**src/design/kes_pkg.sv**
```systemverilog
// shared types and constants for the key escape sequence decoder
package kes_pkg;

  // operation codes carried on the input side
  localparam logic [1:0] OP_FEED  = 2'd0;
  localparam logic [1:0] OP_CLEAR = 2'd1;
  localparam logic [1:0] OP_READ  = 2'd2;
  localparam logic [1:0] OP_IDLE  = 2'd3;

  // command codes reported with every result
  localparam logic [3:0] KC_NONE       = 4'd0;
  localparam logic [3:0] KC_RIGHT      = 4'd1;
  localparam logic [3:0] KC_LEFT       = 4'd2;
  localparam logic [3:0] KC_UP         = 4'd3;
  localparam logic [3:0] KC_DOWN       = 4'd4;
  localparam logic [3:0] KC_STEP_LEFT  = 4'd5;
  localparam logic [3:0] KC_ENTER      = 4'd6;
  localparam logic [3:0] KC_STEP_RIGHT = 4'd7;
  localparam logic [3:0] KC_LINE       = 4'd8;
  localparam logic [3:0] KC_QUIT       = 4'd9;

  // key bytes
  localparam logic [7:0] KEY_BS      = 8'd8;
  localparam logic [7:0] KEY_LF      = 8'd10;
  localparam logic [7:0] KEY_CR      = 8'd13;
  localparam logic [7:0] KEY_ESC     = 8'd27;
  localparam logic [7:0] KEY_SPACE   = 8'd32;
  localparam logic [7:0] KEY_DIG_0   = 8'd48;
  localparam logic [7:0] KEY_DIG_1   = 8'd49;
  localparam logic [7:0] KEY_DIG_2   = 8'd50;
  localparam logic [7:0] KEY_DIG_5   = 8'd53;
  localparam logic [7:0] KEY_DIG_9   = 8'd57;
  localparam logic [7:0] KEY_UP_A    = 8'd65;
  localparam logic [7:0] KEY_UP_B    = 8'd66;
  localparam logic [7:0] KEY_UP_C    = 8'd67;
  localparam logic [7:0] KEY_UP_D    = 8'd68;
  localparam logic [7:0] KEY_UP_Z    = 8'd90;
  localparam logic [7:0] KEY_BRACKET = 8'd91;
  localparam logic [7:0] KEY_QUIT    = 8'd96;
  localparam logic [7:0] KEY_LO_A    = 8'd97;
  localparam logic [7:0] KEY_LO_Z    = 8'd122;
  localparam logic [7:0] KEY_TILDE   = 8'd126;
  localparam logic [7:0] KEY_DEL     = 8'd127;

  // parser state codes
  localparam logic [1:0] PS_IDLE    = 2'd0;
  localparam logic [1:0] PS_ESC     = 2'd1;
  localparam logic [1:0] PS_BRACKET = 2'd2;
  localparam logic [1:0] PS_TILDE   = 2'd3;

  // classified work handed from the front end to the back end
  typedef struct packed {
    logic [3:0] cmd;
    logic [5:0] len;
    logic       wr_en;
    logic [7:0] wr_char;
    logic       rd_hit;
    logic [4:0] rd_idx;
  } kes_work_t;

  localparam int WORK_W = $bits(kes_work_t);

endpackage

```
**src/design/kes_front.sv**
```systemverilog
// front end: escape sequence parser and line count bookkeeping
module kes_front import kes_pkg::*; #(
  parameter int LINE_MAX = 32,
  parameter int CW       = 6,
  parameter int AW       = 5
) (
  input  logic            clk,
  input  logic            rst_n,
  input  logic            accept,
  input  logic [1:0]      op,
  input  logic [7:0]      key_byte,
  input  logic [4:0]      read_index,
  output kes_work_t       work,
  output logic [AW-1:0]   wr_addr
);

  localparam int LW = (CW > 6) ? CW : 6;
  localparam int MW = (CW > 5) ? CW : 5;

  logic [1:0]    ps_r, ps_nxt;
  logic [CW-1:0] cnt_r, cnt_nxt;
  logic          typable, is_nl, is_bs, do_plain;
  logic [LW-1:0] len_ext;

  assign is_bs   = (key_byte == KEY_BS) || (key_byte == KEY_DEL);
  assign is_nl   = (key_byte == KEY_LF) || (key_byte == KEY_CR);
  assign typable = ((key_byte >= KEY_UP_A) && (key_byte <= KEY_UP_Z)) ||
                   ((key_byte >= KEY_LO_A) && (key_byte <= KEY_LO_Z)) ||
                   ((key_byte >= KEY_DIG_0) && (key_byte <= KEY_DIG_9)) ||
                   (key_byte == KEY_SPACE) || is_bs;

  assign wr_addr = cnt_r[AW-1:0];

  always_comb begin
    ps_nxt       = ps_r;
    cnt_nxt      = cnt_r;
    do_plain     = 1'b0;
    work.cmd     = KC_NONE;
    work.wr_en   = 1'b0;
    work.wr_char = key_byte;
    work.rd_hit  = 1'b0;
    work.rd_idx  = read_index;
    unique case (op)
      OP_FEED: begin
        if (key_byte == KEY_QUIT) begin
          work.cmd = KC_QUIT;
        end else begin
          unique case (ps_r)
            PS_IDLE: begin
              if (key_byte == KEY_ESC) ps_nxt = PS_ESC;
              else do_plain = 1'b1;
            end
            PS_ESC: begin
              if (key_byte == KEY_BRACKET) begin
                ps_nxt = PS_BRACKET;
              end else begin
                ps_nxt   = PS_IDLE;
                do_plain = 1'b1;
              end
            end
            PS_BRACKET: begin
              ps_nxt = PS_IDLE;
              unique case (key_byte)
                KEY_UP_A:  work.cmd = KC_UP;
                KEY_UP_B:  work.cmd = KC_DOWN;
                KEY_UP_C:  work.cmd = KC_RIGHT;
                KEY_UP_D:  work.cmd = KC_LEFT;
                KEY_DIG_1: begin
                  work.cmd = KC_ENTER;
                  ps_nxt   = PS_TILDE;
                end
                KEY_DIG_2: begin
                  work.cmd = KC_STEP_LEFT;
                  ps_nxt   = PS_TILDE;
                end
                KEY_DIG_5: begin
                  work.cmd = KC_STEP_RIGHT;
                  ps_nxt   = PS_TILDE;
                end
                default: do_plain = 1'b1;
              endcase
            end
            PS_TILDE: begin
              ps_nxt = PS_IDLE;
              if (key_byte != KEY_TILDE) do_plain = 1'b1;
            end
            default: ps_nxt = PS_IDLE;
          endcase
          // idle handling of a byte; esc lands here as a dropped byte
          if (do_plain) begin
            if (typable) begin
              if (is_bs) begin
                if (cnt_r != '0) cnt_nxt = cnt_r - CW'(1);
              end else if (cnt_r < CW'(LINE_MAX)) begin
                work.wr_en = 1'b1;
                cnt_nxt    = cnt_r + CW'(1);
              end
            end else if (is_nl) begin
              work.cmd = KC_LINE;
            end
          end
        end
      end
      OP_CLEAR: cnt_nxt = '0;
      OP_READ: begin
        work.rd_hit = (MW'(read_index) < MW'(cnt_r)) &&
                      (32'(read_index) < 32'(LINE_MAX));
      end
      default: ;
    endcase
    len_ext  = LW'(cnt_nxt);
    work.len = len_ext[5:0];
  end

  always_ff @(posedge clk) begin
    if (!rst_n) begin
      ps_r  <= PS_IDLE;
      cnt_r <= '0;
    end else if (accept) begin
      ps_r  <= ps_nxt;
      cnt_r <= cnt_nxt;
    end
  end

  a_cnt_bound: assert property (@(posedge clk) disable iff (!rst_n)
    cnt_r <= CW'(LINE_MAX))
    else $error("line count above line size");

  a_quit_keeps_state: assert property (@(posedge clk) disable iff (!rst_n)
    accept && (op == OP_FEED) && (key_byte == KEY_QUIT) |=> ps_r == $past(ps_r))
    else $error("quit key changed parser state");

  a_clear_empties: assert property (@(posedge clk) disable iff (!rst_n)
    accept && (op == OP_CLEAR) |=> cnt_r == '0)
    else $error("clear left characters in line");

  a_write_in_range: assert property (@(posedge clk) disable iff (!rst_n)
    accept && work.wr_en |-> (cnt_r < CW'(LINE_MAX)) && (ps_nxt != PS_TILDE))
    else $error("line write beyond line size");

endmodule

```
**src/design/kes_queue.sv**
```systemverilog
// two-entry queue between front end and back end
module kes_queue import kes_pkg::*; #(
  parameter int DW = WORK_W
) (
  input  logic          clk,
  input  logic          rst_n,
  input  logic          push,
  input  logic [DW-1:0] push_data,
  output logic          full,
  input  logic          pop,
  output logic          not_empty,
  output logic [DW-1:0] pop_data
);

  logic [DW-1:0] slot_r [2];
  logic          wr_ptr_r, wr_ptr_nxt;
  logic          rd_ptr_r, rd_ptr_nxt;
  logic [1:0]    cnt_r, cnt_nxt;

  assign full      = (cnt_r == 2'd2);
  assign not_empty = (cnt_r != 2'd0);
  assign pop_data  = slot_r[rd_ptr_r];

  always_comb begin
    wr_ptr_nxt = wr_ptr_r ^ push;
    rd_ptr_nxt = rd_ptr_r ^ pop;
    cnt_nxt    = cnt_r + 2'(push) - 2'(pop);
  end

  always_ff @(posedge clk) begin
    if (push) slot_r[wr_ptr_r] <= push_data;
  end

  always_ff @(posedge clk) begin
    if (!rst_n) begin
      wr_ptr_r <= 1'b0;
      rd_ptr_r <= 1'b0;
      cnt_r    <= 2'd0;
    end else begin
      wr_ptr_r <= wr_ptr_nxt;
      rd_ptr_r <= rd_ptr_nxt;
      cnt_r    <= cnt_nxt;
    end
  end

  a_no_overflow: assert property (@(posedge clk) disable iff (!rst_n)
    !(push && full))
    else $error("push into full queue");

  a_no_underflow: assert property (@(posedge clk) disable iff (!rst_n)
    !(pop && !not_empty))
    else $error("pop from empty queue");

  a_ptr_match: assert property (@(posedge clk) disable iff (!rst_n)
    (cnt_r == 2'd1) |-> (wr_ptr_r != rd_ptr_r))
    else $error("queue pointers out of step with count");

endmodule

```
**src/design/kes_back.sv**
```systemverilog
// back end: line memory access and result register
module kes_back import kes_pkg::*; #(
  parameter int LINE_MAX = 32,
  parameter int AW       = 5
) (
  input  logic          clk,
  input  logic          rst_n,
  input  logic          q_valid,
  input  kes_work_t     work,
  input  logic [AW-1:0] wr_addr,
  output logic          pop,
  output logic          out_valid,
  input  logic          out_ready,
  output logic [3:0]    out_cmd,
  output logic [5:0]    out_len,
  output logic [7:0]    out_char
);

  localparam int IW = (AW > 5) ? AW : 5;

  logic [7:0]    line_mem [LINE_MAX];
  logic [7:0]    rd_data_r;
  logic          valid_r, valid_nxt;
  logic          hit_r;
  logic [3:0]    cmd_r;
  logic [5:0]    len_r;
  logic [IW-1:0] idx_ext;
  logic [AW-1:0] rd_addr;

  assign idx_ext = IW'(work.rd_idx);
  assign rd_addr = idx_ext[AW-1:0];

  // take the next entry when the result register is empty or draining
  assign pop       = q_valid && (!valid_r || out_ready);
  assign valid_nxt = pop || (valid_r && !out_ready);

  always_ff @(posedge clk) begin
    if (pop && work.wr_en) line_mem[wr_addr] <= work.wr_char;
    if (pop) rd_data_r <= line_mem[rd_addr];
  end

  always_ff @(posedge clk) begin
    if (pop) begin
      hit_r <= work.rd_hit;
      cmd_r <= work.cmd;
      len_r <= work.len;
    end
  end

  always_ff @(posedge clk) begin
    if (!rst_n) valid_r <= 1'b0;
    else valid_r <= valid_nxt;
  end

  assign out_valid = valid_r;
  assign out_cmd   = cmd_r;
  assign out_len   = len_r;
  assign out_char  = hit_r ? rd_data_r : 8'd0;

  a_hold_result: assert property (@(posedge clk) disable iff (!rst_n)
    valid_r && !out_ready |=> valid_r && $stable(cmd_r) && $stable(len_r))
    else $error("stalled result changed");

  a_no_pop_on_stall: assert property (@(posedge clk) disable iff (!rst_n)
    valid_r && !out_ready |-> !pop)
    else $error("entry taken while result stalled");

  a_pop_fills: assert property (@(posedge clk) disable iff (!rst_n)
    pop |=> valid_r)
    else $error("taken entry produced no result");

endmodule

```
**src/design/key_escape_sequence_decoder_top.sv**
```systemverilog
// top level of the key escape sequence decoder
//
//  channel  dir  handshake               payload
//  in_      in   in_tvalid / in_tready   tdata: key_byte, read_index; tuser: op
//  out_     out  out_tvalid / out_tready tdata: command, line_length, read_char
//
// one transaction per cycle sustained while results are taken; each goes from input to result
// through parse and count update into the queue, then line memory access into the result register
// a two-entry queue parts the parser from the memory side, so a stalled result
// holds the back end only; the input stalls once the queue is full
// synchronous active-low reset clears parser state, line count and handshakes;
// line memory contents are not cleared and need no clearing pass
module key_escape_sequence_decoder_top import kes_pkg::*; #(
  parameter int LINE_MAX = 32
) (
  input  logic        clk,
  input  logic        rst_n,
  input  logic        in_tvalid,
  output logic        in_tready,
  input  logic [15:0] in_tdata,   // [7:0] key_byte, [12:8] read_index, [15:13] zero
  input  logic [1:0]  in_tuser,   // [1:0] op
  output logic        out_tvalid,
  input  logic        out_tready,
  output logic [23:0] out_tdata   // [3:0] command, [9:4] line_length, [17:10] read_char
);

  localparam int CW = $clog2(LINE_MAX + 1);
  localparam int AW = (LINE_MAX > 1) ? $clog2(LINE_MAX) : 1;
  localparam int DW = WORK_W + AW;

  logic          accept, q_full, q_valid, pop;
  kes_work_t     front_work, back_work;
  logic [AW-1:0] front_addr, back_addr;
  logic [DW-1:0] q_out;
  logic [3:0]    res_cmd;
  logic [5:0]    res_len;
  logic [7:0]    res_char;

  assign in_tready = !q_full;
  assign accept    = in_tvalid && in_tready;

  kes_front #(.LINE_MAX(LINE_MAX), .CW(CW), .AW(AW)) u_front (
    .clk        (clk),
    .rst_n      (rst_n),
    .accept     (accept),
    .op         (in_tuser),
    .key_byte   (in_tdata[7:0]),
    .read_index (in_tdata[12:8]),
    .work       (front_work),
    .wr_addr    (front_addr)
  );

  kes_queue #(.DW(DW)) u_queue (
    .clk       (clk),
    .rst_n     (rst_n),
    .push      (accept),
    .push_data ({front_addr, front_work}),
    .full      (q_full),
    .pop       (pop),
    .not_empty (q_valid),
    .pop_data  (q_out)
  );

  assign back_work = kes_work_t'(q_out[WORK_W-1:0]);
  assign back_addr = q_out[DW-1 -: AW];

  kes_back #(.LINE_MAX(LINE_MAX), .AW(AW)) u_back (
    .clk       (clk),
    .rst_n     (rst_n),
    .q_valid   (q_valid),
    .work      (back_work),
    .wr_addr   (back_addr),
    .pop       (pop),
    .out_valid (out_tvalid),
    .out_ready (out_tready),
    .out_cmd   (res_cmd),
    .out_len   (res_len),
    .out_char  (res_char)
  );

  assign out_tdata = {6'd0, res_char, res_len, res_cmd};

endmodule

```
**config.mk**
```make
export PLATFORM = sky130hd
export DESIGN_NAME = key_escape_sequence_decoder_top
export DESIGN_NICKNAME = d
export VERILOG_FILES = /design/src/design/kes_pkg.sv /design/src/design/kes_front.sv /design/src/design/kes_queue.sv /design/src/design/kes_back.sv /design/src/design/key_escape_sequence_decoder_top.sv
export SDC_FILE = /design/constraint.sdc
export NUM_CORES = 1
export LEC_CHECK = 0
export ABC_AREA = 1
export BUFFER_PORTS_ARGS = -buffer_cell sky130_fd_sc_hd__buf_4
export CELL_PAD_IN_SITES_DETAIL_PLACEMENT = 0
export CELL_PAD_IN_SITES_GLOBAL_PLACEMENT = 1
export CORE_AREA = 2 2 227 173
export DETAILED_ROUTE_END_ITERATION = 8
export DIE_AREA = 0 0 229 175
export GPL_ROUTABILITY_DRIVEN = 0
export PLACE_DENSITY = 0.71
export SKIP_LAST_GASP = 1
export SLEW_MARGIN = 20
export SYNTH_ARGS = -nofsm -noshare
export SYNTH_HDL_FRONTEND = slang
export SYNTH_SLANG_ARGS = --single-unit
```
**constraint.sdc**
```tcl
create_clock -name clk -period 6.45 [get_ports clk]
set_clock_uncertainty 0.2 [all_clocks]
set_input_delay 1.29 -clock clk [delete_from_list [all_inputs] [get_ports clk]]
set_output_delay 1.29 -clock clk [all_outputs]
set_load 0.005 [all_outputs]
```
Word level (Yosys, flattened, before mapping). Memory sizes are Yosys's and may differ from the RTL's. A register that Yosys moved wholly into a read port is not among the register bits. Cells that the tools add are included.

Output and inout port bits: 26. ROM bits: 0. Latch bits: 0. Memories: 2. Bits in writable memories: 316. Register bits: 24.

Memories: u_back.line_mem (depth 32, width 8, rd ports 1, clocked after Yosys merged registers in 1, wr ports 1, line kes_back.sv:21) `logic [7:0] line_mem [LINE_MAX];`; u_queue.slot_r (depth 2, width 30, rd ports 1, clocked after Yosys merged registers in 1, wr ports 1, line kes_queue.sv:15) `logic [DW-1:0] slot_r [2];`.

Equality and inequality tests: 23. Bitwise gates (word level): 3. Divide/modulo/power cells: 0. Muxes and demuxes: 38. Order comparisons: 8. Reduce and logical (&&, ||, !) cells: 25. Shift operators: 0. Add/sub/neg operators: 4. $mul: 0.

Operators with widths (number): $eq A8 B7 Y1 const B (7); $mux W6 (6); $eq A8 B6 Y1 const B (4); $eq A8 B4 Y1 const B (3); $mux W4 (6); $pmux W3 S7 (1); $mux W1 (18); $ge A8 B7 Y1 const B (2); $le A8 B7 Y1 const B (2); $pmux W6 S2 (1); $eq A2 B2 Y1 const B (4); $eq A8 B5 Y1 const B (1); $ge A8 B6 Y1 const B (1); $le A8 B6 Y1 const B (1); $logic_or A1 B1 Y1 (8); $mux W8 (1); $ne A8 B7 Y1 const B (1); $pmux W2 S4 (1); $logic_and A1 B1 Y1 (7); $reduce_or A7 Y1 (1); $add A6 B1 Y6 const B (1); $lt A5 B6 Y1 (1); $lt A6 B6 Y1 const B (1); $mux W2 (3); 14 further kinds (19).

Longest topological paths before layout.
Depth in word-level cells: 10. Mapped depth: 16.

Cells and area by module. Synthesis repeated with hierarchy kept, for this count alone.

Cell total of the unflattened synthesis: 1363. Area total of the unflattened synthesis: 15496.1 µm².

By module, submodules not included: kes_back (instances 1, sequential area each 8277.9 µm², area each 11309.6 µm², cells each 959); kes_queue (instances 1, sequential area each 1901.8 µm², area each 2518.7 µm², cells each 122); kes_front (instances 1, sequential area each 160.2 µm², area each 1605.3 µm², cells each 272); key_escape_sequence_decoder_top (instances 1, sequential area each 0.0 µm², area each 62.6 µm², cells each 10).

Least setup slack after synthesis. No wires, ideal clock.

Kind: input to register. Start point: input out_tready. End point: register u_queue.cnt_r[1]. Setup slack: 3.378 ns. Arrival time: 2.751 ns. Cell stages on the path: 10. Required time: 6.129 ns. Path buffers: 0. Path through: inv_1 -> nand2_1 -> o21ai_0 -> inv_1 -> ha_1 -> inv_1 -> ha_1 -> xor2_1 -> o21ai_0 -> a21oi_1.

Cells in the longest elaborated chain, start to end: 3.

RTL lines: from (decl) (line key_escape_sequence_decoder_top.sv:23) `input logic out_tready,`; $logic_or A1 B1 Y1 (line kes_back.sv:34) `assign pop = q_valid && (!valid_r || out_ready);`; $logic_and A1 B1 Y1 (line kes_back.sv:34); net pop (line key_escape_sequence_decoder_top.sv:31) `logic accept, q_full, q_valid, pop;`; $sub A2 B1 Y2 (line kes_queue.sv:27) `cnt_nxt = cnt_r + 2'(push) - 2'(pop);`; to (signal assigned) (line kes_queue.sv:42) `cnt_r <= cnt_nxt;`; to (decl) (line kes_queue.sv:18) `logic [1:0] cnt_r, cnt_nxt;`.

The timed path passes the listed nets, and every way through them passes these cells. A chain may end at the register's enable or synchronous reset.

==> impl_metrics.toml <==
[place]
buffer_ports.inserted = 38
hpwl_mm = 21.83
dpl-instance-area_um2 = 15600

[die]
num_rows = 62
die_h_um = 175
fp.dieArea_um2 = 40080
fp.coreArea_um2 = 37860
floorplan.initialDensity_pct = 39.45
design.portCount = 48
floorplan.die.width_um = 229

[power]
clkPwrFrac_pct = 26.6
power_report.internal_total_mw = 4.736
power_density_nw_per_um2 = 436.5
switchingPower_mw = 2.547
sw_frac_of_total_pct = 34.97
max-vdd-ir-drop_mv = 0.2447
combinationalPowerShare_pct = 31.3
design_power_total_mw = 7.283
pwr-share-seq_pct = 42.0
p_leak_nw = 5.895

[synthesis]
postSynthRegisterBits = 349
yosys.cell_types.count = 35
ys_warn_count = 0
syn-cell-area_um2 = 14930
synth_largest_type_area_fraction_pct = 67.36
yosysSeqAreaShare_pct = 69.24
netlist.top_cell.by_area = "sky130_fd_sc_hd__edfxtp_1"
syn_inst = 1247
postSynthAreaPerCell_um2 = 11.98
synth.top_cells.by_area = "sky130_fd_sc_hd__edfxtp_1 67%, sky130_fd_sc_hd__nor2_1 5.1%, sky130_fd_sc_hd__nand2_1 4.6%"

[clock_network]
holdBufCountCts = 0
tritoncts_clock_tree = "built"
tritoncts.num_buffers = 34
cts-htree-levels = 2
ctsLongestPathBuffers = 3
post_cts.resized_instances = 0
cts.clk_slew.worst_paths_ps = 70
clock_sink_count = 349
clk_root_buffer_cell = "sky130_fd_sc_hd__clkbuf_16"
cts_setup_buffers = 0
clkLatencyLatePin_ps = 520

[worst_setup_path]
path_cells = "inv_4 > nand2_1 > nand2_4 > clkinv_2 > buf_4 > o21ai_0 > o221ai_1 > nand3_1 > nand3_1 > and2_1"
endpoint_kind = "flop"
cp_num_buf_inv = 3
cpMaxStageDelayCell = "sky130_fd_sc_hd__clkinv_2"
top_delay_family_on_crit_path = "buffers and inverters"
critPathArrivalTime_ps = 4550
critical_path.most_common_cell = "sky130_fd_sc_hd__nand3_1"
critical_path_max_stage_delay_ps = 860
critPathKind = "flop to flop"
critical_path.max_fanout = 66
timing.critical_path.required_ps = 6520
timing.critical_path.from_type = "flop"

[status]
outcome = "complete, no violations"

[sta]
worstMarginPinSlew_ps = 1083
setup_viol = 0
hold_viol_final = 0
slew_violations = 0
grt_setup_unrepaired = "no"
hold_slack_ps = 288.8
post-route-min-period_ps = 4482
setup_tns_ps = 0
finalCritPeriodShare_pct = 69.49
fmax_mhz = 223.1
worst_slew_margin_relative_to_its_limit_pct = 27.54

[route]
ant_nets = 0
remaining_drc_errors = 0
viasPerCell = 5.293
vias = 9560
detail_route.wirelength_mm = 35.22
drt-wirelength-per-cell_um = 19.50
dr.pass1.iters = 6
drt_iter0_markers = 1191

[flow_run]
drv_cap = 0

[final_layout]
num-fill-cells = 3497
final_cell_area_um2 = 16680
seq_area_um2 = 10340
multi_input_comb_area_um2 = 3994
num_antenna_cells = 0
syn2layout_area_growth_pct = 11.71
finalNetCount = 1302
drive_gt1_share_pct = 10.51

[worst_hold_path]
kind_of_path_behind_the_tightest_hold_check = "flop to flop"

[global_route]
first_global_vias = 8986
grt_overflow_total = 0
number_of_antenna_violations_at_the_first_check_in_global_routing = 0
global_route.usage.total_pct = 17.68
grt_pass1_wl_mm = 54.05
maximum_number_of_pins_on_one_net_before_global_route_repair = 70
[layout make-up]
cell class,instances,share of cell area (%)
clock inverter,16,0.7950
multi-input combinational,770,23.94
tap,512,3.840
inverter,64,1.463
clock buffer,45,5.655
timing repair buffer,50,2.325
sequential,349,61.98
[final timing paths]
kind / start / endpoint / slack, ps / depth (start not counted)
max: flop / u_back.rd_data_r[0] / 1970 / 10
min: u_front.ps_r[1] / u_front.ps_r[1] / 290 / 2
max reg2reg: flop / u_back.rd_data_r[0] / 1970 / 10
min reg2reg: u_front.ps_r[1] / u_front.ps_r[1] / 290 / 2
[layout by cell type (no fill, tap or decap), types with 3 or more instances in the layout]
cell type,instances
sky130_fd_sc_hd__edfxtp_1,335
sky130_fd_sc_hd__clkbuf_1,7
sky130_fd_sc_hd__ha_1,11
sky130_fd_sc_hd__o21ai_0,80
sky130_fd_sc_hd__nor2_1,202
sky130_fd_sc_hd__conb_1,6
sky130_fd_sc_hd__or2_2,5
sky130_fd_sc_hd__o221ai_1,64
sky130_fd_sc_hd__inv_2,6
sky130_fd_sc_hd__clkinv_2,5
sky130_fd_sc_hd__nor2_4,3
sky130_fd_sc_hd__o21bai_1,66
sky130_fd_sc_hd__nand3_2,3
sky130_fd_sc_hd__nand2_1,176
sky130_fd_sc_hd__nand4_1,10
sky130_fd_sc_hd__clkbuf_8,3
sky130_fd_sc_hd__o21ai_1,5
sky130_fd_sc_hd__nand2_2,14
sky130_fd_sc_hd__dfxtp_1,14
sky130_fd_sc_hd__and2_1,9
sky130_fd_sc_hd__clkbuf_16,35
sky130_fd_sc_hd__clkinv_1,8
sky130_fd_sc_hd__nand3_1,81
sky130_fd_sc_hd__xor2_1,7
sky130_fd_sc_hd__a21oi_1,19
sky130_fd_sc_hd__buf_4,49
sky130_fd_sc_hd__inv_1,55
[logic make-up after synthesis]
kind of cell	count (synthesis)	synth area share, %
AOI/OAI and AO/OA	239	10.81
buffers and inverters	133	4.298
DFF	349	69.24
other	1	0.02511
xor gates and xnor gates	7	0.4106
and+or+nand+nor	507	14.29
adders and majority gates	11	0.9216
[synth_stat cells (all sizes together)]
cell    instances
a211oi          1
a21oi          20
and2            9
buf            47
clkbuf         22
clkinv          1
conb            1
dfxtp          14
edfxtp        335
ha             11
inv            63
nand2         191
nand3          84
nand4          10
nor2          207
nor3            1
o21ai          87
o21bai         66
o221ai         64
o31ai           1
or2             5
xor2            7
[metal layers]
metal,up-vias,wire length (um),track usage (%)
met5,-,0,0
met4,0,507,3.707
met3,40,3109,3.721
met2,352,14470,24.77
met1,4642,17130,27.95
li1,4526,-,-
[flip-flops by register name, summed over array words and instances, names as in the netlist, named ones only]
signal	flops
u_back.line_mem	256
u_back.rd_data_r	8
u_back.out_valid	1
u_back.out_len	6
u_queue.cnt_r	2
u_front.cnt_r	6
u_back.hit_r	1
u_queue.wr_ptr_r	1
u_queue.slot_r	60
u_front.ps_r	2
u_queue.rd_ptr_r	1
u_back.out_cmd	4
[stage by stage]
stage	utilization, %	cells	setup slack [ps]
detailed placement	41.21	1745	1964
finish	44.07	1806	1968
floorplan	-	1252	3378
CTS	44.05	1806	1934
global placement	41.19	1745	1955
global route	44.07	1806	1528
[power by group through the flow]
| stage | Combinational, mW | Clock [mW] | Sequential [mW] |
|---|---|---|---|
| floorplan | 1.54 | 0 | 3.06 |
| global placement | 2.26 | 0 | 3.11 |
| detailed placement | 2.28 | 0 | 3.12 |
| CTS | 2.28 | 1.97 | 3.07 |
| global route | 2.54 | 2.06 | 3.08 |
| finish | 2.28 | 1.94 | 3.06 |
[tightest hold or removal path: stages (launching register included)]
cell                      delay, ps
sky130_fd_sc_hd__dfxtp_1        320
sky130_fd_sc_hd__nand2_1         60
sky130_fd_sc_hd__a21oi_1         60
(Power assumes the default switching activity.)
